[src/rtl/tdci_pkg.sv]
// Shared widths, codes, payload and control types of the colour interpolator.
package tdci_pkg;

	localparam int MAX_ENTRIES = 32;
	localparam int IDX_W       = $clog2(MAX_ENTRIES);
	localparam int CNT_W       = $clog2(MAX_ENTRIES + 1);
	localparam int SCAN_W      = $clog2(MAX_ENTRIES + 2);

	localparam int TIME_W    = 12;
	localparam int COLOR_W   = 24;
	localparam int INDEX_W   = 5;
	localparam int ENTRIES_W = 6;
	localparam int CH_W      = 8;
	localparam int NUM_CH    = 3;

	localparam int MIN_W     = TIME_W;
	localparam int DELTA_W   = MIN_W + 1;
	localparam int DIFF_W    = CH_W + 1;
	localparam int PROD_W    = DIFF_W + DELTA_W;
	localparam int NUM_W     = 20;
	localparam int DEN_W     = MIN_W;
	localparam int DIV_CNT_W = $clog2(NUM_W);

	localparam int CFG_IDX_W  = 1;
	localparam int CFG_DATA_W = COLOR_W;

	localparam logic [CFG_IDX_W-1:0] REG_ENTRIES_IN_USE = 1'd0;
	localparam logic [CFG_IDX_W-1:0] REG_FALLBACK_COLOR = 1'd1;

	localparam logic MODE_WRITE = 1'b0;
	localparam logic MODE_QUERY = 1'b1;

	localparam logic [ENTRIES_W-1:0] ENTRIES_RESET  = 6'd25;
	localparam logic [COLOR_W-1:0]   FALLBACK_RESET = 24'h0000FF;

	typedef struct packed {
		logic               mode;
		logic [INDEX_W-1:0] entry_index;
		logic [TIME_W-1:0]  entry_time;
		logic [COLOR_W-1:0] entry_color;
		logic [TIME_W-1:0]  query_time;
	} in_item_t;

	typedef struct packed {
		logic [COLOR_W-1:0] color;
		logic               in_schedule;
	} out_item_t;

	typedef struct packed {
		logic [TIME_W-1:0]  tod;
		logic [COLOR_W-1:0] rgb;
	} entry_t;

	typedef struct packed {
		logic write_entry;
		logic start;
		logic scan;
		logic capture;
		logic conv;
		logic mul;
		logic div_step;
		logic load_result;
		logic load_fallback;
	} cmd_t;

	typedef struct packed {
		logic few;
		logic scan_end;
		logic hit;
		logic out_free;
	} sts_t;

endpackage

[src/rtl/tdci_ram.sv]
// Generic single write port RAM with one registered read port.
module tdci_ram #(
	parameter int WIDTH = 8,
	parameter int DEPTH = 32
) (
	input  logic                     clk,
	input  logic                     we,
	input  logic [$clog2(DEPTH)-1:0] waddr,
	input  logic [WIDTH-1:0]         wdata,
	input  logic [$clog2(DEPTH)-1:0] raddr,
	output logic [WIDTH-1:0]         rdata
);

	logic [WIDTH-1:0] mem_q [DEPTH];
	logic [WIDTH-1:0] rdata_q;

	always_ff @(posedge clk) begin
		if (we) begin
			mem_q[waddr] <= wdata;
		end
		rdata_q <= mem_q[raddr];
	end

	assign rdata = rdata_q;

endmodule

[src/rtl/tdci_ctrl.sv]
// Controller: sequences table writes, the interval scan, blend and division.
module tdci_ctrl (
	input  logic           clk,
	input  logic           arst_n,
	input  logic           in_valid,
	input  logic           in_mode,
	output logic           in_ready,
	input  tdci_pkg::sts_t sts,
	output tdci_pkg::cmd_t cmd
);
	import tdci_pkg::*;

	typedef enum logic [2:0] {
		ST_IDLE,
		ST_SCAN,
		ST_CONV,
		ST_MUL,
		ST_DIV,
		ST_FIN,
		ST_FALLBACK
	} state_t;

	localparam logic [DIV_CNT_W-1:0] DIV_LAST = DIV_CNT_W'(NUM_W - 1);

	state_t               state_q, state_d;
	logic [DIV_CNT_W-1:0] div_cnt_q;

	always_comb begin
		cmd      = '0;
		state_d  = state_q;
		in_ready = 1'b0;
		unique case (state_q)
			ST_IDLE: begin
				in_ready = 1'b1;
				if (in_valid) begin
					if (in_mode == MODE_WRITE) begin
						cmd.write_entry = 1'b1;
					end else begin
						cmd.start = 1'b1;
						state_d   = sts.few ? ST_FALLBACK : ST_SCAN;
					end
				end
			end
			ST_SCAN: begin
				cmd.scan = 1'b1;
				priority if (sts.scan_end) begin
					state_d = ST_FALLBACK;
				end else if (sts.hit) begin
					cmd.capture = 1'b1;
					state_d     = ST_CONV;
				end else begin
					state_d = ST_SCAN;
				end
			end
			ST_CONV: begin
				cmd.conv = 1'b1;
				state_d  = ST_MUL;
			end
			ST_MUL: begin
				cmd.mul = 1'b1;
				state_d = ST_DIV;
			end
			ST_DIV: begin
				cmd.div_step = 1'b1;
				if (div_cnt_q == DIV_LAST) begin
					state_d = ST_FIN;
				end
			end
			ST_FIN: begin
				if (sts.out_free) begin
					cmd.load_result = 1'b1;
					state_d         = ST_IDLE;
				end
			end
			ST_FALLBACK: begin
				if (sts.out_free) begin
					cmd.load_fallback = 1'b1;
					state_d           = ST_IDLE;
				end
			end
			default: begin
				state_d = ST_IDLE;
			end
		endcase
	end

	always_ff @(posedge clk or negedge arst_n) begin
		if (!arst_n) begin
			state_q   <= ST_IDLE;
			div_cnt_q <= '0;
		end else begin
			state_q <= state_d;
			if (cmd.div_step) begin
				div_cnt_q <= div_cnt_q + 1'b1;
			end else begin
				div_cnt_q <= '0;
			end
		end
	end

	a_cmd_onehot: assert property (@(posedge clk) disable iff (!arst_n)
		$onehot0({cmd.write_entry, cmd.start, cmd.scan, cmd.conv, cmd.mul,
			cmd.div_step, cmd.load_result, cmd.load_fallback}))
		else $error("more than one datapath command at once");

	a_load_free: assert property (@(posedge clk) disable iff (!arst_n)
		(cmd.load_result || cmd.load_fallback) |-> sts.out_free)
		else $error("result loaded over an untaken result");

	a_div_len: assert property (@(posedge clk) disable iff (!arst_n)
		(state_q == ST_MUL) |-> ##NUM_W (state_q == ST_DIV) ##1 (state_q == ST_FIN))
		else $error("division did not run its full length");

endmodule

[src/rtl/tdci_dp.sv]
// Datapath: schedule RAM, scan registers, per-channel blend and serial dividers.
module tdci_dp (
	input  logic                               clk,
	input  logic                               arst_n,
	input  tdci_pkg::cmd_t                     cmd,
	output tdci_pkg::sts_t                     sts,
	input  tdci_pkg::in_item_t                 in_data,
	input  logic                               cfg_valid,
	input  logic [tdci_pkg::CFG_IDX_W-1:0]     cfg_index,
	input  logic [tdci_pkg::CFG_DATA_W-1:0]    cfg_data,
	input  logic                               out_ready,
	output logic                               out_valid,
	output tdci_pkg::out_item_t                out_data
);
	import tdci_pkg::*;

	localparam int              RECIP_W  = 11;
	localparam logic [RECIP_W-1:0] HH_RECIP = 11'd1311;
	localparam int              HH_SHIFT = 17;
	localparam int              HH_W     = 6;
	localparam int              RP_W     = TIME_W + RECIP_W;
	localparam int              V_W      = NUM_W + 2;
	localparam logic [CH_W-1:0] CH_MAX   = 8'hFF;

	// hhmm to minutes: hh = floor(t/100) by reciprocal, exact below 4096; t - 40*hh
	function automatic logic [MIN_W-1:0] to_min(input logic [TIME_W-1:0] t);
		logic [RP_W-1:0] p;
		logic [HH_W-1:0] hh;
		p  = RP_W'(t) * RP_W'(HH_RECIP);
		hh = p[HH_SHIFT +: HH_W];
		return MIN_W'(t - (TIME_W'(hh) << 5) - (TIME_W'(hh) << 3));
	endfunction

	logic [ENTRIES_W-1:0] entries_q;
	logic [COLOR_W-1:0]   fallback_q;
	logic [CNT_W-1:0]     n_eff;

	logic [SCAN_W-1:0] rd_idx_q;
	logic [TIME_W-1:0] q_q;
	entry_t            rd_entry, prev_q;
	logic [$bits(entry_t)-1:0] rdata;
	logic              ram_we;

	logic [TIME_W-1:0]  t1_q, t2_q;
	logic [COLOR_W-1:0] c1_q, c2_q;
	logic signed [DELTA_W-1:0] delta_q, span_q;

	logic [NUM_W-1:0] num_q [NUM_CH];
	logic [DEN_W-1:0] rem_q [NUM_CH];
	logic             neg_q [NUM_CH];
	logic [DEN_W-1:0] den_q;
	logic             span_zero_q;

	logic                out_valid_q;
	out_item_t           out_q;

	// config registers
	always_ff @(posedge clk or negedge arst_n) begin
		if (!arst_n) begin
			entries_q  <= ENTRIES_RESET;
			fallback_q <= FALLBACK_RESET;
		end else if (cfg_valid) begin
			unique case (cfg_index)
				REG_ENTRIES_IN_USE: entries_q  <= cfg_data[ENTRIES_W-1:0];
				REG_FALLBACK_COLOR: fallback_q <= cfg_data;
			endcase
		end
	end

	assign n_eff = (32'(entries_q) > MAX_ENTRIES) ? CNT_W'(MAX_ENTRIES) : CNT_W'(entries_q);

	assign ram_we = cmd.write_entry && (32'(in_data.entry_index) < MAX_ENTRIES);

	tdci_ram #(
		.WIDTH($bits(entry_t)),
		.DEPTH(MAX_ENTRIES)
	) u_sched_ram (
		.clk  (clk),
		.we   (ram_we),
		.waddr(IDX_W'(in_data.entry_index)),
		.wdata({in_data.entry_time, in_data.entry_color}),
		.raddr(rd_idx_q[IDX_W-1:0]),
		.rdata(rdata)
	);

	assign rd_entry = entry_t'(rdata);

	// RAM output holds entry rd_idx_q-1, prev_q holds entry rd_idx_q-2
	assign sts.few      = n_eff < CNT_W'(2);
	assign sts.scan_end = rd_idx_q == (SCAN_W'(n_eff) + SCAN_W'(1));
	assign sts.hit      = (rd_idx_q >= SCAN_W'(2)) && (q_q >= prev_q.tod)
		&& (q_q < rd_entry.tod);
	assign sts.out_free = !out_valid_q || out_ready;

	always_ff @(posedge clk or negedge arst_n) begin
		if (!arst_n) begin
			rd_idx_q <= '0;
		end else if (cmd.start) begin
			rd_idx_q <= '0;
		end else if (cmd.scan) begin
			rd_idx_q <= rd_idx_q + 1'b1;
		end
	end

	always_ff @(posedge clk) begin
		if (cmd.start) begin
			q_q <= in_data.query_time;
		end
		if (cmd.scan) begin
			prev_q <= rd_entry;
		end
		if (cmd.capture) begin
			t1_q <= prev_q.tod;
			c1_q <= prev_q.rgb;
			t2_q <= rd_entry.tod;
			c2_q <= rd_entry.rgb;
		end
		if (cmd.conv) begin
			delta_q <= $signed({1'b0, to_min(q_q)}) - $signed({1'b0, to_min(t1_q)});
			span_q  <= $signed({1'b0, to_min(t2_q)}) - $signed({1'b0, to_min(t1_q)});
		end
	end

	// blend product, then restoring division of |prod| by |span|, one bit a step
	logic signed [PROD_W-1:0] prod_c [NUM_CH];
	logic        [PROD_W-1:0] mag_c  [NUM_CH];
	logic        [DEN_W:0]    rem_sh [NUM_CH];
	logic        [DEN_W-1:0]  rem_nx [NUM_CH];
	logic                     qbit   [NUM_CH];
	logic signed [DELTA_W-1:0] span_abs;

	always_comb begin
		span_abs = span_q[DELTA_W-1] ? -span_q : span_q;
		for (int ch = 0; ch < NUM_CH; ch++) begin
			prod_c[ch] = PROD_W'($signed({1'b0, c2_q[ch*CH_W +: CH_W]})
				- $signed({1'b0, c1_q[ch*CH_W +: CH_W]})) * PROD_W'(delta_q);
			mag_c[ch]  = prod_c[ch][PROD_W-1] ? PROD_W'(-prod_c[ch]) : PROD_W'(prod_c[ch]);
			rem_sh[ch] = {rem_q[ch], num_q[ch][NUM_W-1]};
			qbit[ch]   = rem_sh[ch] >= {1'b0, den_q};
			rem_nx[ch] = qbit[ch] ? DEN_W'(rem_sh[ch] - {1'b0, den_q}) : DEN_W'(rem_sh[ch]);
		end
	end

	always_ff @(posedge clk) begin
		if (cmd.mul) begin
			den_q       <= DEN_W'(span_abs);
			span_zero_q <= span_q == '0;
		end
		for (int ch = 0; ch < NUM_CH; ch++) begin
			if (cmd.mul) begin
				num_q[ch] <= mag_c[ch][NUM_W-1:0];
				rem_q[ch] <= '0;
				neg_q[ch] <= prod_c[ch][PROD_W-1] ^ span_q[DELTA_W-1];
			end else if (cmd.div_step) begin
				num_q[ch] <= {num_q[ch][NUM_W-2:0], qbit[ch]};
				rem_q[ch] <= rem_nx[ch];
			end
		end
	end

	// add the signed quotient to the first colour and clamp to a channel; a zero span keeps the first colour
	logic signed [V_W-1:0] quo_s [NUM_CH];
	logic signed [V_W-1:0] v_s   [NUM_CH];
	logic [COLOR_W-1:0]    blend_rgb;

	always_comb begin
		for (int ch = 0; ch < NUM_CH; ch++) begin
			quo_s[ch] = neg_q[ch] ? -$signed(V_W'(num_q[ch])) : $signed(V_W'(num_q[ch]));
			v_s[ch]   = $signed(V_W'(c1_q[ch*CH_W +: CH_W])) + quo_s[ch];
			priority if (span_zero_q) begin
				blend_rgb[ch*CH_W +: CH_W] = c1_q[ch*CH_W +: CH_W];
			end else if (v_s[ch] < 0) begin
				blend_rgb[ch*CH_W +: CH_W] = '0;
			end else if (v_s[ch] > $signed(V_W'(CH_MAX))) begin
				blend_rgb[ch*CH_W +: CH_W] = CH_MAX;
			end else begin
				blend_rgb[ch*CH_W +: CH_W] = v_s[ch][CH_W-1:0];
			end
		end
	end

	// output register
	always_ff @(posedge clk or negedge arst_n) begin
		if (!arst_n) begin
			out_valid_q <= 1'b0;
		end else if (cmd.load_result || cmd.load_fallback) begin
			out_valid_q <= 1'b1;
		end else if (out_ready) begin
			out_valid_q <= 1'b0;
		end
	end

	always_ff @(posedge clk) begin
		if (cmd.load_result) begin
			out_q.color       <= blend_rgb;
			out_q.in_schedule <= 1'b1;
		end else if (cmd.load_fallback) begin
			out_q.color       <= fallback_q;
			out_q.in_schedule <= 1'b0;
		end
	end

	assign out_valid = out_valid_q;
	assign out_data  = out_q;

	a_scan_bound: assert property (@(posedge clk) disable iff (!arst_n)
		cmd.scan |-> (rd_idx_q <= (SCAN_W'(n_eff) + SCAN_W'(1))))
		else $error("scan ran past the entries in use");

	a_fallback_flag: assert property (@(posedge clk) disable iff (!arst_n)
		cmd.load_fallback |=> (out_valid_q && !out_q.in_schedule
			&& out_q.color == fallback_q))
		else $error("fallback request not presented");

	a_hit_in_range: assert property (@(posedge clk) disable iff (!arst_n)
		cmd.capture |-> (rd_idx_q <= SCAN_W'(n_eff)))
		else $error("interval matched beyond the entries in use");

endmodule

[src/rtl/time_of_day_color_interpolator_core.sv]
// Top level of the time-of-day colour interpolator.
//
// Input channel (in_valid/in_ready/in_data): a request with mode write loads
// one schedule slot (hhmm time, RGB) and gives no result.
// A request with mode query scans slots 0..n-1 in order for the first pair
// with time[i] <= query_time < time[i+1] and returns one result on the output
// channel (out_valid/out_ready/out_data): the blended colour with in_schedule
// set, or the fallback colour with in_schedule clear.
// A query scans the slots with one RAM read a cycle, then converts the times
// to minutes, forms the product, runs the bit-serial division (three channels
// side by side) and loads the result; a miss, or fewer than two slots in use,
// loads the fallback colour instead. The block takes one query at a time; the
// next request is taken once the previous one has reached the output register.
// Configuration (cfg_valid/cfg_ready/cfg_index/cfg_data): index 0 sets the
// slots in use, index 1 the fallback colour; always ready, to be written by
// the user only while idle, which the block itself does not enforce. Reset
// gives 25 slots in use and fallback 0x0000FF; slot contents are undefined
// until written. A stalled receiver holds the result in place, and a
// finished query then waits in front of the output register.
module time_of_day_color_interpolator_core (
	input  logic                            clk,
	input  logic                            arst_n,
	input  logic                            in_valid,
	output logic                            in_ready,
	input  tdci_pkg::in_item_t              in_data,
	output logic                            out_valid,
	input  logic                            out_ready,
	output tdci_pkg::out_item_t             out_data,
	input  logic                            cfg_valid,
	output logic                            cfg_ready,
	input  logic [tdci_pkg::CFG_IDX_W-1:0]  cfg_index,
	input  logic [tdci_pkg::CFG_DATA_W-1:0] cfg_data
);
	import tdci_pkg::*;

	cmd_t cmd;
	sts_t sts;

	assign cfg_ready = 1'b1;

	tdci_ctrl u_ctrl (
		.clk     (clk),
		.arst_n  (arst_n),
		.in_valid(in_valid),
		.in_mode (in_data.mode),
		.in_ready(in_ready),
		.sts     (sts),
		.cmd     (cmd)
	);

	tdci_dp u_dp (
		.clk      (clk),
		.arst_n   (arst_n),
		.cmd      (cmd),
		.sts      (sts),
		.in_data  (in_data),
		.cfg_valid(cfg_valid),
		.cfg_index(cfg_index),
		.cfg_data (cfg_data),
		.out_ready(out_ready),
		.out_valid(out_valid),
		.out_data (out_data)
	);

endmodule

[config.mk]
export PLATFORM = sky130hd
export DESIGN_NAME = time_of_day_color_interpolator_core
export DESIGN_NICKNAME = d
export VERILOG_FILES = /design/src/rtl/tdci_pkg.sv /design/src/rtl/tdci_ram.sv /design/src/rtl/tdci_ctrl.sv /design/src/rtl/tdci_dp.sv /design/src/rtl/time_of_day_color_interpolator_core.sv
export SDC_FILE = /design/constraint.sdc
export NUM_CORES = 2
export LEC_CHECK = 0
export BUFFER_PORTS_ARGS = -buffer_cell sky130_fd_sc_hd__buf_2
export CAP_MARGIN = 20
export CORE_ASPECT_RATIO = 1.5
export CORE_MARGIN = 3
export CORE_UTILIZATION = 29
export DETAILED_ROUTE_END_ITERATION = 6
export PLACE_DENSITY = 0.39
export SYNTH_ARGS = -nofsm -noshare
export SYNTH_HDL_FRONTEND = slang
export SYNTH_SLANG_ARGS = --single-unit
[constraint.sdc]
create_clock -name clk -period 11.63 [get_ports clk]
set_clock_uncertainty 0.2 [all_clocks]
set_input_delay 1.163 -clock clk [delete_from_list [all_inputs] [get_ports clk]]
set_output_delay 1.163 -clock clk [all_outputs]
set_load 0.005 [all_outputs]
==> qor.csv <==
stage;metric;value;unit
outcome;run_status;finished, final reports clean;
grt;use_met3;2.01;%
routing;wl_per_cell;24.5;um
timing;min_period;8.57;ns
floorplanning;fp.dieArea;306000;sq um
worst_setup_path;reg2reg_depth;28;
worst_setup_path;cp-start-kind;flop;
routing;num_vias;49600;
timing;worst_pin_slew;1.12;ns
grt;met1_usage;19.2;%
floorplanning;ioPinCount;112;
final_layout;final_cell_mix;edfxtp_1 (1434), inv_1 (750), ha_1 (568);
worst_setup_path;cp.required;11.98;ns
place;dp.cells;10100;
synth;synthArstFlopShare;2.97;%
worst_setup_path;reg2reg_slack;3.06;ns
timing;setup_viol;0;
timing;hold_violations;0;
grt;antenna_found_initial;25;
routing;routed_wl;254000;um
worst_setup_path;cpPeakStageDelay;0.55;ns
timing;period_share;73.7;%
clock_tree;numCtsBuffers;165;
synth;synth_seq_area_share;51.7;%
worst_setup_path;worst-path-max-fanout;20;
final_layout;final_common_cell;edfxtp_1;
worst_setup_path;rr_endpoint;u_dp.num_q[0][19];
worst_setup_path;critPathCapture;u_dp.num_q[0][19];
floorplanning;coreArea;298000;sq um
synth;syn_nets;7223;
timing;tns;0;ns
clock_tree;root_buffer;clkbuf_16;
final_layout;layout.nets;7384;
routing;drtPass1Iterations;5;
worst_setup_path;crit_top_cell;fa_1;
final_layout;drive_above_1_share;15.3;%
clock_tree;tritoncts;done;
synth;synth_cells;6128;
grt;track_usage;16.6;%
floorplanning;num_rows;245;
timing;max_freq;117;MHz
clock_tree;cts.sinks;1516;
clock_tree;clk_latency;0.84;ns
grt;grt-busiest-layer;met2;
floorplanning;initial_core_util;29.2;%
routing;drt-initial-drc-count;2768;
clock_tree;htree_levels;4;
grt;grt_pass1_wl;375000;um
worst_setup_path;crit_path_start;u_dp.c1_q[0];
synth;synth_area;86900;sq um
run;maxCapViolations;0;
routing;routed_via_density;4.78;
clock_tree;postCtsSetupBuffers;0;
synth;ys_seq_elements;1516;
worst_setup_path;critPathKind;reg -> reg;
place;place.gp.congestion;0.791;
worst_setup_path;r2r_start;u_dp.c1_q[0];
synth;syn_area_per_cell;14.2;sq um
worst_hold_path;min_path_type;reg -> reg;
place;hpwl;167000;um
floorplanning;die_height;676;um
synth;ys_types;82;
grt;grt_max_degree;99;
timing;max-slew-margin-rel;24.9;%
clock_tree;ctsResizeCount;0;
clock_tree;max-clock-path-buffers;4;
grt;grt_pass1_vias;54400;
synth;synth_warnings;0;
routing;drc;0;
floorplanning;die_w;453;um
worst_setup_path;crit_arrival;8.92;ns
timing;rsz0062_at_grt;no;
synth;synth-main-ff-cell;edfxtp_1;
timing;maxSlewViolCount;0;
grt;met2_usage;32.1;%
worst_setup_path;critPathSlowestCell;fa_1;
routing;antenna_left;0;
final_layout;layout.cells.non_filler;10400;
worst_setup_path;end_kind;flop;
clock_tree;clkSlewWorstSetupHoldPaths;0.06;ns
synth;synth_edf_count;1434;
grt;overflow;0;
final_layout;fin_util;32.9;%
final_layout;area_growth;12.7;%
clock_tree;cts_hold_buf;0;
place;portBuffers;110;
Yosys cell counts (17+ instances only):
cell,count,area (sq um)
nor2b_1,73,457
nand4_1,21,131
ha_1,568,7110
a211oi_1,23,173
or2_2,38,238
mux4_2,360,8110
buf_1,28,105
nor2_1,285,1070
fa_1,443,8870
nor4_1,34,213
dfrtp_1,34,851
o21a_1,43,323
nand2b_1,121,757
xnor2_1,185,1620
a21oi_1,147,736
mux2i_1,38,380
a31oi_1,27,169
o31ai_1,30,225
nand3_1,45,225
or3_1,34,213
and2_1,165,1030
nand2_1,254,953
o21ai_0,160,801
o21ai_1,17,85.1
clkbuf_1,189,709
mux2_2,71,800
a21o_1,56,420
nor3_1,72,360
dfxtp_1,37,741
edfxtp_1,1434,43100
inv_1,750,2820
xor2_1,105,920
per-stage QoR:
stage	setup slack (ns)	hold WS (ns)	instance area (sq um)
6_report	3.06	0.216	97900
5_1_grt	2.23	0.222	97900
4_1_cts	2.93	0.212	97900
3_5_place_dp	3.01	0.205	92700
3_3_place_gp	3.01	0.203	92700
2_1_floorplan	3.73	0.200	86900
logic make-up after synthesis:
group                    after synthesis  synth area share (%)
buffers and inverters                977                  4.25
multiplexers                         469                  10.7
adder cells (fa/ha/maj)             1011                  18.4
AO/OA/AOI/OAI                        665                  5.00
flip-flops                          1516                  51.7
XOR/XNOR                             290                  2.92
AND/OR/NAND/NOR                     1199                  7.03
other                                  1               0.00432
worst max-delay path: cells and delay by family (launching register included):
kind | cells | cell delay, ns
muxes | 1 | 0.27
DFF | 1 | 0.40
AOI/OAI and AO/OA | 11 | 2.78
and+or+nand+nor | 3 | 0.60
xor gates and xnor gates | 2 | 0.44
buffers and inverters | 3 | 0.15
adders and majority gates | 8 | 3.42
sequential cells by signal, indices dropped and copies added (netlist names), 25 cells and up:
name / count
u_dp.rem_q: 36
u_dp.prev_q: 36
u_dp.u_sched_ram.rdata: 36
u_dp.out_data: 25
u_dp.num_q: 60
u_dp.u_sched_ram.mem_q: 1152
layout make-up:
class                           count  area, sq um
Fill cell                       29100       200000
Sequential cell                  1516        45000
Multi-Input combinational cell   3635        38600
Tap cell                         3952         4940
Clock buffer                      211         4450
Inverter                          750         2820
Timing Repair Buffer              221         1400
Clock inverter                     77          721
Antenna cell                        6         15.0
worst min path at each step:
stage          cells past startpoint            from           end
3_5_place_dp                       0  u_dp.prev_q[0]  u_dp.c1_q[0]
6_report                           0  u_dp.prev_q[6]  u_dp.c1_q[6]
5_1_grt                            0  u_dp.prev_q[9]  u_dp.c1_q[9]
3_3_place_gp                       0  u_dp.prev_q[1]  u_dp.c1_q[1]
2_1_floorplan                      0  u_dp.prev_q[0]  u_dp.c1_q[0]
4_1_cts                            0  u_dp.prev_q[6]  u_dp.c1_q[6]
layer usage:
layer	part of all wire (%)	routed length [um]	vias to the layer above
met1	39	98500	26100
met5	0.035	90	-
met4	2.3	5850	14
met2	56	142000	661
met3	3.0	7520	305
li1	-	-	22500
Power is not shown: default switching activity piles up to over one toggle a cycle in this logic, so the estimate is an artifact.
